## config.mk

```make
export PLATFORM = sky130hd
export DESIGN_NAME = scr_fifo
export DESIGN_NICKNAME = d
export VERILOG_FILES = /design/src/hw/rtl/scr_pkg.sv /design/src/hw/rtl/scr_fifo.sv
export SDC_FILE = /design/constraint.sdc
export NUM_CORES = 1
export LEC_CHECK = 0
export BUFFER_PORTS_ARGS = -buffer_cell sky130_fd_sc_hd__buf_2
export CORE_MARGIN = 10
export CORE_UTILIZATION = 50
export CTS_BUF_LIST = sky130_fd_sc_hd__clkbuf_4 sky130_fd_sc_hd__clkbuf_8
export DETAILED_ROUTE_END_ITERATION = 10
export PLACE_DENSITY = 0.76
export SLEW_MARGIN = 10
export SYNTH_ARGS = -nofsm -noshare
export SYNTH_HDL_FRONTEND = slang
export SYNTH_SLANG_ARGS = --single-unit
```

## constraint.sdc

```tcl
create_clock -name clk_i -period 2.51 [get_ports clk_i]
set_input_delay 0.502 -clock clk_i [delete_from_list [all_inputs] [get_ports clk_i]]
set_output_delay 0.502 -clock clk_i [all_outputs]
set_load 0.05 [all_outputs]
```

## src/hw/rtl/scr_pkg.sv

```systemverilog
`timescale 1ns / 1ps
// ----------------------------------------------------------------------------
// scr_pkg
// Shared types and constants of the size class region allocator.
// ----------------------------------------------------------------------------
package scr_pkg;

  localparam int ADDR_W      = 19;
  localparam int SIZE_W      = 17;
  localparam int REG_IDX_W   = 3;
  localparam int CLASS_REGS  = 7;
  localparam int LINK_IDX_W  = 15;

  localparam int DEF_NUM_REGIONS = 8;
  localparam int DEF_OFFSET_BITS = 16;
  localparam int DEF_GRAIN_SHIFT = 4;

  localparam logic [1:0] OP_ALLOC = 2'd0;
  localparam logic [1:0] OP_FREE  = 2'd1;
  localparam logic [1:0] OP_QUERY = 2'd2;

  localparam logic [1:0] ST_OK       = 2'd0;
  localparam logic [1:0] ST_FALLBACK = 2'd1;
  localparam logic [1:0] ST_ZERO     = 2'd2;
  localparam logic [1:0] ST_IGNORED  = 2'd3;

  typedef enum logic [2:0] {
    K_ALLOC,
    K_FREE,
    K_QUERY,
    K_ZERO,
    K_FALLBACK,
    K_IGNORE
  } kind_e;

  typedef struct packed {
    logic [1:0]        opcode;
    logic [SIZE_W-1:0] req_size;
    logic [ADDR_W-1:0] addr;
  } req_t;

  typedef struct packed {
    logic [1:0]        status;
    logic [ADDR_W-1:0] addr_out;
    logic [SIZE_W-1:0] usable_bytes;
  } rsp_t;

  // Classified work item handed from the front to the back.
  typedef struct packed {
    kind_e             kind;
    logic [2:0]        region;
    logic [ADDR_W-1:0] addr;
  } item_t;

  // Class size per region; entry 0 is always zero.
  typedef logic [7:0][SIZE_W-1:0] class_arr_t;

endpackage

```

## src/hw/rtl/scr_fifo.sv

```systemverilog
`timescale 1ns / 1ps
// ----------------------------------------------------------------------------
// scr_fifo
// Two-entry queue of classified items between front and back.
// ----------------------------------------------------------------------------
module scr_fifo (
  input  logic           clk_i,
  input  logic           rst_ni,
  input  logic           push_i,
  input  scr_pkg::item_t item_i,
  output logic           full_o,
  input  logic           pop_i,
  output logic           empty_o,
  output scr_pkg::item_t item_o
);
  import scr_pkg::*;

  item_t      entry_q [2];
  logic       wr_ptr_q, rd_ptr_q;
  logic [1:0] count_q;
  logic       do_push, do_pop;

  assign full_o  = count_q == 2'd2;
  assign empty_o = count_q == 2'd0;
  assign item_o  = entry_q[rd_ptr_q];
  assign do_push = push_i && !full_o;
  assign do_pop  = pop_i && !empty_o;

  always_ff @(posedge clk_i or negedge rst_ni) begin
    if (!rst_ni) begin
      wr_ptr_q <= 1'b0;
      rd_ptr_q <= 1'b0;
      count_q  <= '0;
    end else begin
      if (do_push) wr_ptr_q <= !wr_ptr_q;
      if (do_pop) rd_ptr_q <= !rd_ptr_q;
      count_q <= count_q + 2'(do_push) - 2'(do_pop);
    end
  end

  always_ff @(posedge clk_i) begin
    if (do_push) entry_q[wr_ptr_q] <= item_i;
  end

endmodule

```

Word-level counts from Yosys, hierarchy flattened
Memory sizes are Yosys's and may differ from the RTL's.
Cells that the tools add are included.

storage, ports and cells
  output and inout port bits = 27
  register bits after elaboration = 4
  memory bits (writable) = 50
  memories kept = 1
  logic and storage cells = 16

operators by class
  reductions and logical operators = 7
  multiplexer cells = 2
  $add $sub $neg = 2
  equality and inequality tests = 1

memories
  name     depth  width  read ports  clocked after Yosys merged registers in  write ports  line            source
  entry_q  2      25     1           0                                        1            scr_fifo.sv:18  item_t entry_q [2];

operators with widths
  cell                number
  $logic_not 1->1     4
  $add 2x1->2         1
  $eq 2x2->1 const B  1
  $logic_and 1x1->1   2
  $logic_not 2->1     1
  $mux 1              2
  $sub 2x1->2         1

Longest topological paths before layout
  depth in word-level cells = 5
  mapped depth = 7
  gate-level depth less buffers = 7

Worst setup path before layout
Ideal clock, no wire load.

  kind = register to register
  start = register count_q[1]
  end = register count_q[1]
  cell stages (with the launch flop) = 8
  data arrival time = 1,970 ps
  path slack = 417 ps
  library setup time = 123 ps
  clock period less this slack = 2,093 ps
  path buffers = 0
  path through = dfrtp_1 -> nor2_1 -> nor2b_2 -> ha_1 -> inv_1 -> ha_1 -> xnor2_1 -> xnor2_1

on the way
  elaborated cells between the ends (all ways) = 8
  those cells by class = add/sub (2); eq/ne (1); reduce/logical (5)

RTL lines
  what                    line            source
  from (decl)             scr_fifo.sv:20  logic [1:0] count_q;
  from (signal assigned)  scr_fifo.sv:37  count_q <= count_q + 2'(do_push) - 2'(do_pop);
  $logic_not 2->1         scr_fifo.sv:24  assign empty_o = count_q == 2'd0;
  via empty_o             scr_fifo.sv:13  output logic empty_o,
  $logic_not 1->1         scr_fifo.sv:27  assign do_pop = pop_i && !empty_o;
  $logic_and 1x1->1       scr_fifo.sv:27
  via do_pop              scr_fifo.sv:21  logic do_push, do_pop;
  $sub 2x1->2             scr_fifo.sv:37

The timed path passes the listed nets, and every way through them passes these cells.
A chain may end at the register's enable or synchronous reset.

==> impl_metrics.prom <==
# TYPE chip_impl_metric gauge
chip_impl_metric{name="post_cts_resized",unit=""} 0
chip_impl_metric{name="post_synth.cell_area_avg",unit="µm²"} 21.94
chip_impl_info{name="run_status",value="finished clean"} 1
chip_impl_metric{name="relSlewSlack",unit="%"} 71.59
chip_impl_metric{name="clkTransAtPathRegs",unit="ns"} 0.09
chip_impl_metric{name="post-route-cell-area",unit="µm²"} 2546
chip_impl_metric{name="numPortBuffers",unit=""} 55
chip_impl_metric{name="post-route-min-period",unit="ns"} 2.019
chip_impl_info{name="rsz0062_at_grt",value="false"} 1
chip_impl_metric{name="die_area",unit="µm²"} 7207
chip_impl_metric{name="yosys_warnings",unit=""} 0
chip_impl_metric{name="clock_insertion_delay_worst_skew",unit="ns"} 0.29
chip_impl_metric{name="totalNegativeSetupSlack",unit="ns"} 0
chip_impl_metric{name="drt-initial-drc-count",unit=""} 40
chip_impl_metric{name="drt_pre_antenna_iters",unit=""} 4
chip_impl_metric{name="drv_slew",unit=""} 0
chip_impl_metric{name="cts_made_buffers",unit=""} 5
chip_impl_metric{name="remaining_drc_errors",unit=""} 0
chip_impl_info{name="cell_types_with_the_largest_area_share_after_synthesis",value="edfxtp_1, mux2_4, dfrtp_1"} 1
chip_impl_info{name="synth_area_leader_cell",value="edfxtp_1"} 1
chip_impl_metric{name="wl_per_cell",unit="µm"} 17.04
chip_impl_metric{name="vias_in_the_first_global_route",unit=""} 1177
chip_impl_metric{name="nFillCells",unit=""} 317
chip_impl_metric{name="final_layout_size_suffix_gt1_share",unit="%"} 58.39
chip_impl_info{name="cp-start-kind",value="register"} 1
chip_impl_metric{name="drv.max_cap_violation_count",unit=""} 0
chip_impl_metric{name="maximum_number_of_pins_on_one_net_before_global_route_repair",unit=""} 19
chip_impl_metric{name="dpl-instance-area",unit="µm²"} 2437
chip_impl_metric{name="timing.critical_path.fanout_max",unit=""} 17
chip_impl_metric{name="critical-path-max-stage-delay",unit="ns"} 0.37
chip_impl_metric{name="yosysUniqueCellTypes",unit=""} 15
chip_impl_metric{name="fmax",unit="GHz"} 0.4952
chip_impl_metric{name="initial_core_util",unit="%"} 52.27
chip_impl_metric{name="area_delta_synth_final",unit="%"} 20.91
chip_impl_metric{name="detail_route.vias_per_cell",unit=""} 4.844
chip_impl_metric{name="total_power",unit="W"} 0.003427
chip_impl_info{name="critPathSlowestCell",value="mux2_2"} 1
chip_impl_info{name="worst_hold_path_type",value="in2reg"} 1
chip_impl_metric{name="antennaDiodeCount",unit=""} 0
chip_impl_metric{name="core_outline_area",unit="µm²"} 4029
chip_impl_metric{name="leak",unit="nW"} 1.046
chip_impl_metric{name="sum_of_overflow_across_all_layers_after_global_routing",unit=""} 0
chip_impl_metric{name="synth.top_cell.area_share",unit="%"} 71.30
chip_impl_metric{name="hold_slack",unit="ns"} 0.3904
chip_impl_info{name="most_frequent_cells_in_the_layout",value="buf_2, edfxtp_1, mux2_4"} 1
chip_impl_metric{name="setup_viol",unit=""} 0
chip_impl_metric{name="floorplan.die.width",unit="µm"} 84.90
chip_impl_metric{name="ctsLongestPathBuffers",unit=""} 2
chip_impl_metric{name="final_period_utilization",unit="%"} 80.46
chip_impl_metric{name="placement_rows",unit=""} 23
chip_impl_metric{name="crit_required",unit="ns"} 2.01
chip_impl_metric{name="syn-num-nets",unit=""} 127
chip_impl_info{name="final_common_cell",value="buf_2"} 1
chip_impl_metric{name="powerDensity",unit="nW/µm²"} 1346
chip_impl_metric{name="wire_length_of_the_first_global_routing_pass",unit="µm"} 5844
chip_impl_metric{name="drt-total-wl",unit="µm"} 3595
chip_impl_metric{name="post_synth_inst_count",unit=""} 96
chip_impl_metric{name="drt.antenna.violating_nets",unit=""} 0
chip_impl_metric{name="synth.ff_latch_count",unit=""} 54
chip_impl_metric{name="ios",unit=""} 56
chip_impl_metric{name="worstPathArrival",unit="ns"} 1.52
chip_impl_info{name="ctsRootBufferMaster",value="clkbuf_8"} 1
chip_impl_info{name="critical_path_class",value="reg2out"} 1
chip_impl_metric{name="timing_worst_slew_pin_value",unit="ns"} 0.4262
chip_impl_metric{name="vias",unit=""} 1022
chip_impl_metric{name="vdd_ir_drop_max",unit="µV"} 762.4
chip_impl_metric{name="grt_util_overall",unit="%"} 10.33
chip_impl_info{name="crit_path_cell_trace",value="buf_4, mux2_2, buf_2"} 1
chip_impl_metric{name="h-tree-depth",unit=""} 2
chip_impl_metric{name="nNetsFinal",unit=""} 191
chip_impl_info{name="cts_tree",value="built"} 1
chip_impl_metric{name="fp.dieH",unit="µm"} 84.90
chip_impl_info{name="end_kind",value="output pin"} 1
chip_impl_metric{name="proportion_of_synthesized_chip_area_in_sequential_cells",unit="%"} 76.05
chip_impl_metric{name="netlist_area",unit="µm²"} 2106
chip_impl_metric{name="cts.sinks",unit=""} 54
chip_impl_metric{name="gpl.final_weighted_congestion",unit=""} 0.6742
chip_impl_metric{name="antenna_violations_before_repair",unit=""} 0
chip_impl_metric{name="clock_skew",unit="ns"} 0.007695
chip_impl_metric{name="number_of_failing_hold_endpoints_at_the_final_stage",unit=""} 0
what timing repair did:
action | in CTS | in global routing
setup buffers | 0 | 0
hold buffers | 1 | 0
endpoints found under the hold margin | 4 | 0
final timing paths:
path                       cells past startpoint                  endpoint                 start  slack, ns
hold / removal                                 1  entry_q[1][22]$_DFFE_PP_            item_i[22]       0.39
min in group asynchronous                      2      count_q[0]$_DFF_PN0_                rst_ni       0.53
setup / recovery                               3                 item_o[3]  rd_ptr_q$_DFFE_PN0P_       0.49
setup reg to reg                               4  entry_q[0][12]$_DFFE_PP_  count_q[1]$_DFF_PN0_       0.81
hold reg to reg                                1      count_q[1]$_DFF_PN0_  count_q[1]$_DFF_PN0_       0.51
max in group asynchronous                      2      rd_ptr_q$_DFFE_PN0P_                rst_ni       1.86
metal layers:
metal  GRT usage, %  wire (µm)
met1          10.54       1344
met2          18.53       1907
met3          4.589        312
met4          3.144         31
met5              0          0
critical path: cells and delay by family, from the launching register on:
family	cells	cell delay [ns]
buffers and inverters	2	0.50
DFF	1	0.35
muxes	1	0.37
power breakdown:
group	switching [W]	internal (W)	total, W
registers	0.0000685	0.00124	0.00131
logic	0.00111	0.000527	0.00163
clock network	0.000250	0.000239	0.000489
total	0.00142	0.00200	0.00343
synthesized netlist by cell type:
| master | count |
|---|---|
| inv_1 | 2 |
| ha_1 | 2 |
| edfxtp_1 | 50 |
| nor2_1 | 2 |
| buf_12 | 2 |
| and3_1 | 1 |
| nand2b_1 | 1 |
| nand2_1 | 1 |
| xnor2_1 | 3 |
| nor2b_2 | 1 |
| xor2_1 | 1 |
| buf_6 | 1 |
| mux2_4 | 19 |
| dfrtp_1 | 4 |
| mux2_2 | 6 |
cell families (layout without fill, tap and decap cells):
kind of cell | Yosys count | count (layout) | synth area share [%]
buffers and inverters | 5 | 70 | 2.793
adders and majority gates | 2 | 2 | 1.188
DFF | 54 | 54 | 76.05
and+or+nand+nor | 6 | 6 | 1.545
xor gates and xnor gates | 4 | 4 | 1.664
muxes | 25 | 25 | 16.76
layout make-up:
class,count,area (µm²),area share (%)
Sequential cell,54,1602,62.90
Clock inverter,1,8.758,0.3440
Inverter,2,7.507,0.2948
Tap cell,50,62.56,2.457
Multi-Input combinational cell,37,447.9,17.59
Timing Repair Buffer,60,327.8,12.87
Clock buffer,7,90.09,3.538
state kept, by name, indices dropped and copies added (netlist names):
register,flops
rd_ptr_q,1
wr_ptr_q,1
entry_q,50
count_q,2
through the flow:
step | utilization (%) | std cells | setup WS [ns]
6_report | 63.20 | 211 | 0.4906
5_1_grt | 63.20 | 211 | 0.3953
4_1_cts | 63.20 | 211 | 0.4691
3_5_place_dp | 60.50 | 202 | 0.7755
3_3_place_gp | 60.50 | 202 | 0.8230
2_1_floorplan | - | 96 | 0.4170
No activity file was read; power rests on OpenSTA's default activity.
