`config.mk`:
```
export PLATFORM = sky130hd
export DESIGN_NAME = scr_front
export DESIGN_NICKNAME = d
export VERILOG_FILES = /design/src/hw/rtl/scr_pkg.sv /design/src/hw/rtl/scr_front.sv
export SDC_FILE = /design/constraint.sdc
export NUM_CORES = 1
export LEC_CHECK = 0
export BUFFER_PORTS_ARGS = -buffer_cell sky130_fd_sc_hd__buf_2
export CORE_ASPECT_RATIO = 0.6
export CORE_UTILIZATION = 31
export DETAILED_ROUTE_END_ITERATION = 10
export GPL_TIMING_DRIVEN = 0
export PLACE_DENSITY = 0.66
export SLEW_MARGIN = 20
export SYNTH_ARGS = -nofsm -noshare
export SYNTH_HDL_FRONTEND = slang
export SYNTH_SLANG_ARGS = --single-unit
```
`constraint.sdc`:
```
create_clock -name vclk -period 2.8
set_input_delay 0.28 -clock vclk [all_inputs]
set_output_delay 0.28 -clock vclk [all_outputs]
set_load 0.01 [all_outputs]
```
`src/hw/rtl/scr_pkg.sv`:
```
`timescale 1ns / 1ps
// ----------------------------------------------------------------------------
// scr_pkg
// Shared types and constants of the size class region allocator.
// ----------------------------------------------------------------------------
package scr_pkg;

  localparam int ADDR_W      = 19;
  localparam int SIZE_W      = 17;
  localparam int REG_IDX_W   = 3;
  localparam int CLASS_REGS  = 7;
  localparam int LINK_IDX_W  = 15;

  localparam int DEF_NUM_REGIONS = 8;
  localparam int DEF_OFFSET_BITS = 16;
  localparam int DEF_GRAIN_SHIFT = 4;

  localparam logic [1:0] OP_ALLOC = 2'd0;
  localparam logic [1:0] OP_FREE  = 2'd1;
  localparam logic [1:0] OP_QUERY = 2'd2;

  localparam logic [1:0] ST_OK       = 2'd0;
  localparam logic [1:0] ST_FALLBACK = 2'd1;
  localparam logic [1:0] ST_ZERO     = 2'd2;
  localparam logic [1:0] ST_IGNORED  = 2'd3;

  typedef enum logic [2:0] {
    K_ALLOC,
    K_FREE,
    K_QUERY,
    K_ZERO,
    K_FALLBACK,
    K_IGNORE
  } kind_e;

  typedef struct packed {
    logic [1:0]        opcode;
    logic [SIZE_W-1:0] req_size;
    logic [ADDR_W-1:0] addr;
  } req_t;

  typedef struct packed {
    logic [1:0]        status;
    logic [ADDR_W-1:0] addr_out;
    logic [SIZE_W-1:0] usable_bytes;
  } rsp_t;

  // Classified work item handed from the front to the back.
  typedef struct packed {
    kind_e             kind;
    logic [2:0]        region;
    logic [ADDR_W-1:0] addr;
  } item_t;

  // Class size per region; entry 0 is always zero.
  typedef logic [7:0][SIZE_W-1:0] class_arr_t;

endpackage

```
`src/hw/rtl/scr_front.sv`:
```
`timescale 1ns / 1ps
// ----------------------------------------------------------------------------
// scr_front
// Classifies a request: picks the region and the kind of work to do.
// ----------------------------------------------------------------------------
module scr_front #(
  parameter int NUM_REGIONS = scr_pkg::DEF_NUM_REGIONS,
  parameter int OFFSET_BITS = scr_pkg::DEF_OFFSET_BITS
) (
  input  scr_pkg::req_t      req_i,
  input  scr_pkg::class_arr_t class_i,
  output scr_pkg::item_t     item_o
);
  import scr_pkg::*;

  logic [ADDR_W-1:0] addr_region;
  logic              addr_in_rgn;
  logic [2:0]        fit_region;
  logic              fit_found;

  assign addr_region = req_i.addr >> OFFSET_BITS;
  assign addr_in_rgn = (addr_region >= ADDR_W'(1)) &&
                       (addr_region < ADDR_W'(NUM_REGIONS));

  // First region in ascending order whose class covers the request.
  always_comb begin
    fit_region = '0;
    fit_found  = 1'b0;
    for (int r = NUM_REGIONS - 1; r >= 1; r--) begin
      if (class_i[r] >= req_i.req_size) begin
        fit_region = 3'(r);
        fit_found  = 1'b1;
      end
    end
  end

  always_comb begin
    item_o.addr   = req_i.addr;
    item_o.region = '0;
    item_o.kind   = K_IGNORE;
    unique case (req_i.opcode)
      OP_ALLOC: begin
        if (req_i.req_size == '0) begin
          item_o.kind = K_ZERO;
        end else if (fit_found) begin
          item_o.kind   = K_ALLOC;
          item_o.region = fit_region;
        end else begin
          item_o.kind = K_FALLBACK;
        end
      end
      OP_FREE: begin
        if (req_i.addr == '0) begin
          item_o.kind = K_IGNORE;
        end else if (addr_in_rgn) begin
          item_o.kind   = K_FREE;
          item_o.region = addr_region[2:0];
        end else begin
          item_o.kind = K_FALLBACK;
        end
      end
      OP_QUERY: begin
        item_o.kind   = K_QUERY;
        item_o.region = addr_in_rgn ? addr_region[2:0] : 3'd0;
      end
      default: item_o.kind = K_IGNORE;
    endcase
  end

endmodule

```
Word-level counts from Yosys, hierarchy flattened
Index checks and enable logic that the tools add are counted.
Operators by class
  equal/unequal tests: 2
  muxes and demuxes: 24
  magnitude comparators: 9
  reduce and logical (&&, ||, !) cells: 4
Operators with widths (number)
  >= comparator 17 bit: 7
  2-to-1 mux 3 bit: 15
  logical NOT 19 bit: 1
  case mux 3 bit (3 select lines): 2
  logical NOT 17 bit: 1
  2-to-1 mux 1 bit: 7
  < comparator 3 x 4 -> 1 bit, second input constant: 1
  >= comparator 3 x 1 -> 1 bit, second input constant: 1
  equality test 2 x 1 -> 1 bit, second input constant: 1
  equality test 2 bit, second input constant: 1
  logical NOT 2 bit: 1
  logical AND 1 bit: 1
Storage, ports and cells
  flip-flop bits (word level): 0
  word-level logic and storage cells: 39
  output and inout bits: 25

Logic depth before layout (Yosys ltp)
  word-level depth: 11
  depth in mapped cells: 9

Worst setup path after synthesis
Ideal clock, no wire load.
  path type: input port to output port
  start point: input port req_i[33] (netlist bit)
  end point: output port item_o[24] (netlist bit)
  arrival: 1967 ps
  stages on the path: 7
  buffers on the path: 0
  path slack: 553 ps
  path through: inv_1 ha_1 a21o_1 a21o_1 a221oi_1 nand3b_2 o41ai_2
RTL lines
  start: declaration: RTL line scr_front.sv:10  | input scr_pkg::req_t req_i,
  end: declaration: RTL line scr_front.sv:12  | output scr_pkg::item_t item_o

==> impl_metrics.prom <==
# TYPE chip_impl_metric gauge
chip_impl_info{name="status",value="finished, final reports clean"} 1
chip_impl_metric{name="total_power",unit="mW"} 0.835
chip_impl_info{name="synth_area_leader_cell",value="sky130_fd_sc_hd__ha_1"} 1
chip_impl_metric{name="maximum_number_of_pins_on_one_net_before_global_route_repair",unit=""} 9
chip_impl_metric{name="max_freq",unit="MHz"} 362
chip_impl_metric{name="vias_in_the_first_global_route",unit=""} 3612
chip_impl_metric{name="initial_core_util",unit=""} 0.322
chip_impl_metric{name="number_of_antenna_violations_at_the_first_check_in_global_routing",unit=""} 0
chip_impl_metric{name="remaining_drc_errors",unit=""} 0
chip_impl_metric{name="dp_worst_setup_slack",unit="ns"} -0.155
chip_impl_metric{name="post_layout_nonfiller_instances",unit=""} 718
chip_impl_metric{name="utilization",unit=""} 0.545
chip_impl_info{name="grt_setup_unrepaired",value="yes"} 1
chip_impl_metric{name="finalHoldViolations",unit=""} 0
chip_impl_metric{name="post-route-worst-setup-slack",unit="ns"} 0.0379
chip_impl_metric{name="portion_of_the_post_synthesis_area_used_by_sequential_elements",unit=""} 0
chip_impl_metric{name="tightest_slew",unit="ns"} 0.633
chip_impl_metric{name="final.clkbuf_count",unit=""} 0
chip_impl_info{name="timing.critical_path.from_type",value="input pin"} 1
chip_impl_metric{name="p_per_area",unit="nW/µm²"} 166
chip_impl_metric{name="slew_headroom",unit=""} 0.574
chip_impl_metric{name="grt_use_total",unit=""} 0.213
chip_impl_metric{name="tns",unit="ns"} 0
chip_impl_metric{name="post_synthesis_cell_area",unit="µm²"} 2980
chip_impl_metric{name="rows",unit=""} 27
chip_impl_metric{name="flow.area_growth_from_synthesis",unit="%"} 69.3
chip_impl_metric{name="power.leakage",unit="nW"} 2.57
chip_impl_metric{name="ios",unit=""} 199
chip_impl_metric{name="worst_path_largest_cell_delay",unit="ns"} 0.29
chip_impl_metric{name="setup_violations",unit=""} 0
chip_impl_metric{name="timing.final.max_slew_violations",unit=""} 0
chip_impl_metric{name="finish.instance_area",unit="µm²"} 5040
chip_impl_info{name="critPathKind",value="in2out"} 1
chip_impl_metric{name="whs_path_depth",unit=""} 3
chip_impl_metric{name="fin_hold_ws",unit="ns"} 0.845
chip_impl_metric{name="placed_cells_incl_taps",unit=""} 673
chip_impl_metric{name="number_of_instances_in_the_synthesized_netlist",unit=""} 361
chip_impl_metric{name="period_needed",unit="ns"} 2.76
chip_impl_metric{name="design.final.nets",unit=""} 883
chip_impl_metric{name="hpwlAfterDp",unit="mm"} 9.78
chip_impl_metric{name="syn-mean-instance-area",unit="µm²"} 8.25
chip_impl_metric{name="detail-route-antenna-nets",unit=""} 0
chip_impl_metric{name="die_x",unit="µm"} 129
chip_impl_info{name="hold_class",value="in2out"} 1
chip_impl_metric{name="critical_path_required",unit="ns"} 2.52
chip_impl_info{name="crit_slowest_cell",value="sky130_fd_sc_hd__o211ai_1"} 1
chip_impl_metric{name="vdd_drop_max",unit="µV"} 62.3
chip_impl_metric{name="synth_warnings",unit=""} 0
chip_impl_metric{name="place_area",unit="µm²"} 4050
chip_impl_metric{name="core_area",unit="µm²"} 9260
chip_impl_metric{name="gr-total-overflow",unit=""} 0
chip_impl_metric{name="seqCellArea",unit="µm²"} 0
chip_impl_info{name="path_common_cell",value="sky130_fd_sc_hd__buf_4"} 1
chip_impl_metric{name="numPortBuffers",unit=""} 182
chip_impl_info{name="top_area_cells_in_the_synthesized_netlist",value="sky130_fd_sc_hd__ha_1 50%, sky130_fd_sc_hd__a21oi_1 5.4%, sky130_fd_sc_hd__buf_4 4.8%, sky130_fd_sc_hd__a21o_1 4.3%, sky130_fd_sc_hd__nand4_1 3.4%"} 1
chip_impl_metric{name="grt_first_pass_wirelength",unit="mm"} 16.9
chip_impl_metric{name="drt_pass_1_iters",unit=""} 4
chip_impl_metric{name="route.final.wire_length",unit="mm"} 12.4
chip_impl_metric{name="antenna_cells_inserted",unit=""} 0
chip_impl_info{name="ordered_list_of_cells_on_the_worst_path",value="buf_4 > clkinvlp_4 > buf_6 > ha_4 > nand3_2 > buf_4 > o211ai_1 > a21oi_2 > buf_4 > buf_4 > a21o_1 > o221ai_2 > buf_2"} 1
chip_impl_metric{name="drt-wirelength-per-cell",unit="µm"} 17.2
chip_impl_metric{name="routability_congestion_estimate_from_global_placement",unit=""} 0.830
chip_impl_metric{name="final_layout_size_suffix_gt1_frac",unit=""} 0.554
chip_impl_metric{name="synth_top_cell_area_share",unit=""} 0.500
chip_impl_info{name="element_type_at_the_critical_path_end",value="output pin"} 1
chip_impl_metric{name="critical_path_arrival",unit="ns"} 2.48
chip_impl_metric{name="detail_route.vias_per_cell",unit=""} 5.23
chip_impl_metric{name="max-cap-violations",unit=""} 0
chip_impl_metric{name="fp.dieH",unit="µm"} 77.9
chip_impl_metric{name="via_count",unit=""} 3757
chip_impl_metric{name="die-area",unit="µm²"} 10000
chip_impl_metric{name="nFlopsAndLatches",unit=""} 0
chip_impl_metric{name="synth_cell_type_count",unit=""} 47
chip_impl_metric{name="drt_iter0_drc",unit=""} 96
chip_impl_metric{name="final_min_period_over_clock_period",unit=""} 0.986
chip_impl_metric{name="path_max_fanout",unit=""} 4
chip_impl_metric{name="syn_nets",unit=""} 654
## layout make-up
cell class | count | area, µm²
Fill cell | 886 | 4210
Inverter | 24 | 146
Buffer | 19 | 143
Tap cell | 130 | 163
Timing Repair Buffer | 227 | 1390
Multi-Input combinational cell | 318 | 3200
## critical path: cells and delay by family
kind                       cells  cell delay, ns
AOI/OAI and AO/OA              4            0.78
adders and majority gates      1            0.25
buffers and inverters          7            1.09
and+or+nand+nor                1            0.07
## timing repair
item,CTS,global route
setup buffers,13,32
hold buffers,0,0
endpoints found under the setup margin,4,4
pin swaps,2,30
cloned,0,0
resized for setup,14,81
## cells in the mapped netlist, types with 2 or more instances
cell type                    n
sky130_fd_sc_hd__a211o_1     3
sky130_fd_sc_hd__a211oi_1    2
sky130_fd_sc_hd__a21o_1     17
sky130_fd_sc_hd__a21o_2      4
sky130_fd_sc_hd__a21oi_1    32
sky130_fd_sc_hd__a221oi_1    3
sky130_fd_sc_hd__a22o_1      2
sky130_fd_sc_hd__a311oi_1    2
sky130_fd_sc_hd__a31oi_1     3
sky130_fd_sc_hd__and3_1      2
sky130_fd_sc_hd__and4_1      4
sky130_fd_sc_hd__buf_4      19
sky130_fd_sc_hd__ha_1      119
sky130_fd_sc_hd__inv_1      24
sky130_fd_sc_hd__nand2_1    15
sky130_fd_sc_hd__nand2b_1    6
sky130_fd_sc_hd__nand3_1     7
sky130_fd_sc_hd__nand4_1    16
sky130_fd_sc_hd__nor2_1     16
sky130_fd_sc_hd__nor2b_1     4
sky130_fd_sc_hd__nor3_1      6
sky130_fd_sc_hd__nor4_1      7
sky130_fd_sc_hd__o211ai_1    4
sky130_fd_sc_hd__o21a_1      3
sky130_fd_sc_hd__o21ai_0    17
sky130_fd_sc_hd__o21ai_1     3
## where the power goes
part	internal (mW)	switching [mW]	total (mW)
Clock	0	0	0
Sequential	0	0	0
Combinational	0.429	0.406	0.835
## cells by family (layout without fill, tap and decap cells)
kind of cell               after synthesis  in the layout  synth area share
xor gates and xnor gates                 1              1           0.00294
buffers and inverters                   43            270            0.0781
AOI/OAI and AO/OA                      109            109             0.254
and+or+nand+nor                         89             89             0.165
adders and majority gates              119            119             0.500
## layer usage
metal	GRT usage	share of wire	vias up
met3	0.0366	0.070	24
met4	0.0365	0.016	0
met5	0	0	-
met1	0.266	0.43	1723
met2	0.385	0.49	152
li1	-	-	1858
## worst paths after layout
| kind | startpoint | to |
|---|---|---|
| max | req_i[25] | item_o[20] |
| min | req_i[1] | item_o[1] |
## layout by cell type (no fill, tap or decap), types with 2 or more instances in the layout
master                         n
sky130_fd_sc_hd__buf_4        50
sky130_fd_sc_hd__a31oi_1       3
sky130_fd_sc_hd__o21ai_2       4
sky130_fd_sc_hd__buf_2       178
sky130_fd_sc_hd__a21oi_2       8
sky130_fd_sc_hd__a211oi_2      2
sky130_fd_sc_hd__buf_6        11
sky130_fd_sc_hd__o211ai_1      4
sky130_fd_sc_hd__a22o_1        2
sky130_fd_sc_hd__nand2b_1      6
sky130_fd_sc_hd__nor3_2        2
sky130_fd_sc_hd__a2111oi_4     2
sky130_fd_sc_hd__a211o_1       3
sky130_fd_sc_hd__a221oi_4      2
sky130_fd_sc_hd__inv_1         9
sky130_fd_sc_hd__clkinvlp_4   15
sky130_fd_sc_hd__ha_1         96
sky130_fd_sc_hd__o21a_1        3
sky130_fd_sc_hd__nor4_1        7
sky130_fd_sc_hd__nor2_1       15
sky130_fd_sc_hd__nor3_1        4
sky130_fd_sc_hd__nand3_2       2
sky130_fd_sc_hd__a221oi_2      2
sky130_fd_sc_hd__nor2b_1       3
sky130_fd_sc_hd__a21o_1       17
sky130_fd_sc_hd__nand4_1      16
sky130_fd_sc_hd__and3_1        2
sky130_fd_sc_hd__o21ai_1       6
sky130_fd_sc_hd__o21ai_0      11
sky130_fd_sc_hd__ha_4         22
sky130_fd_sc_hd__a21oi_1      23
sky130_fd_sc_hd__buf_12        7
sky130_fd_sc_hd__a21o_2        4
sky130_fd_sc_hd__and4_1        3
sky130_fd_sc_hd__nand2_1      15
sky130_fd_sc_hd__nand3_1       5
Power figures use the tool's default switching activity.
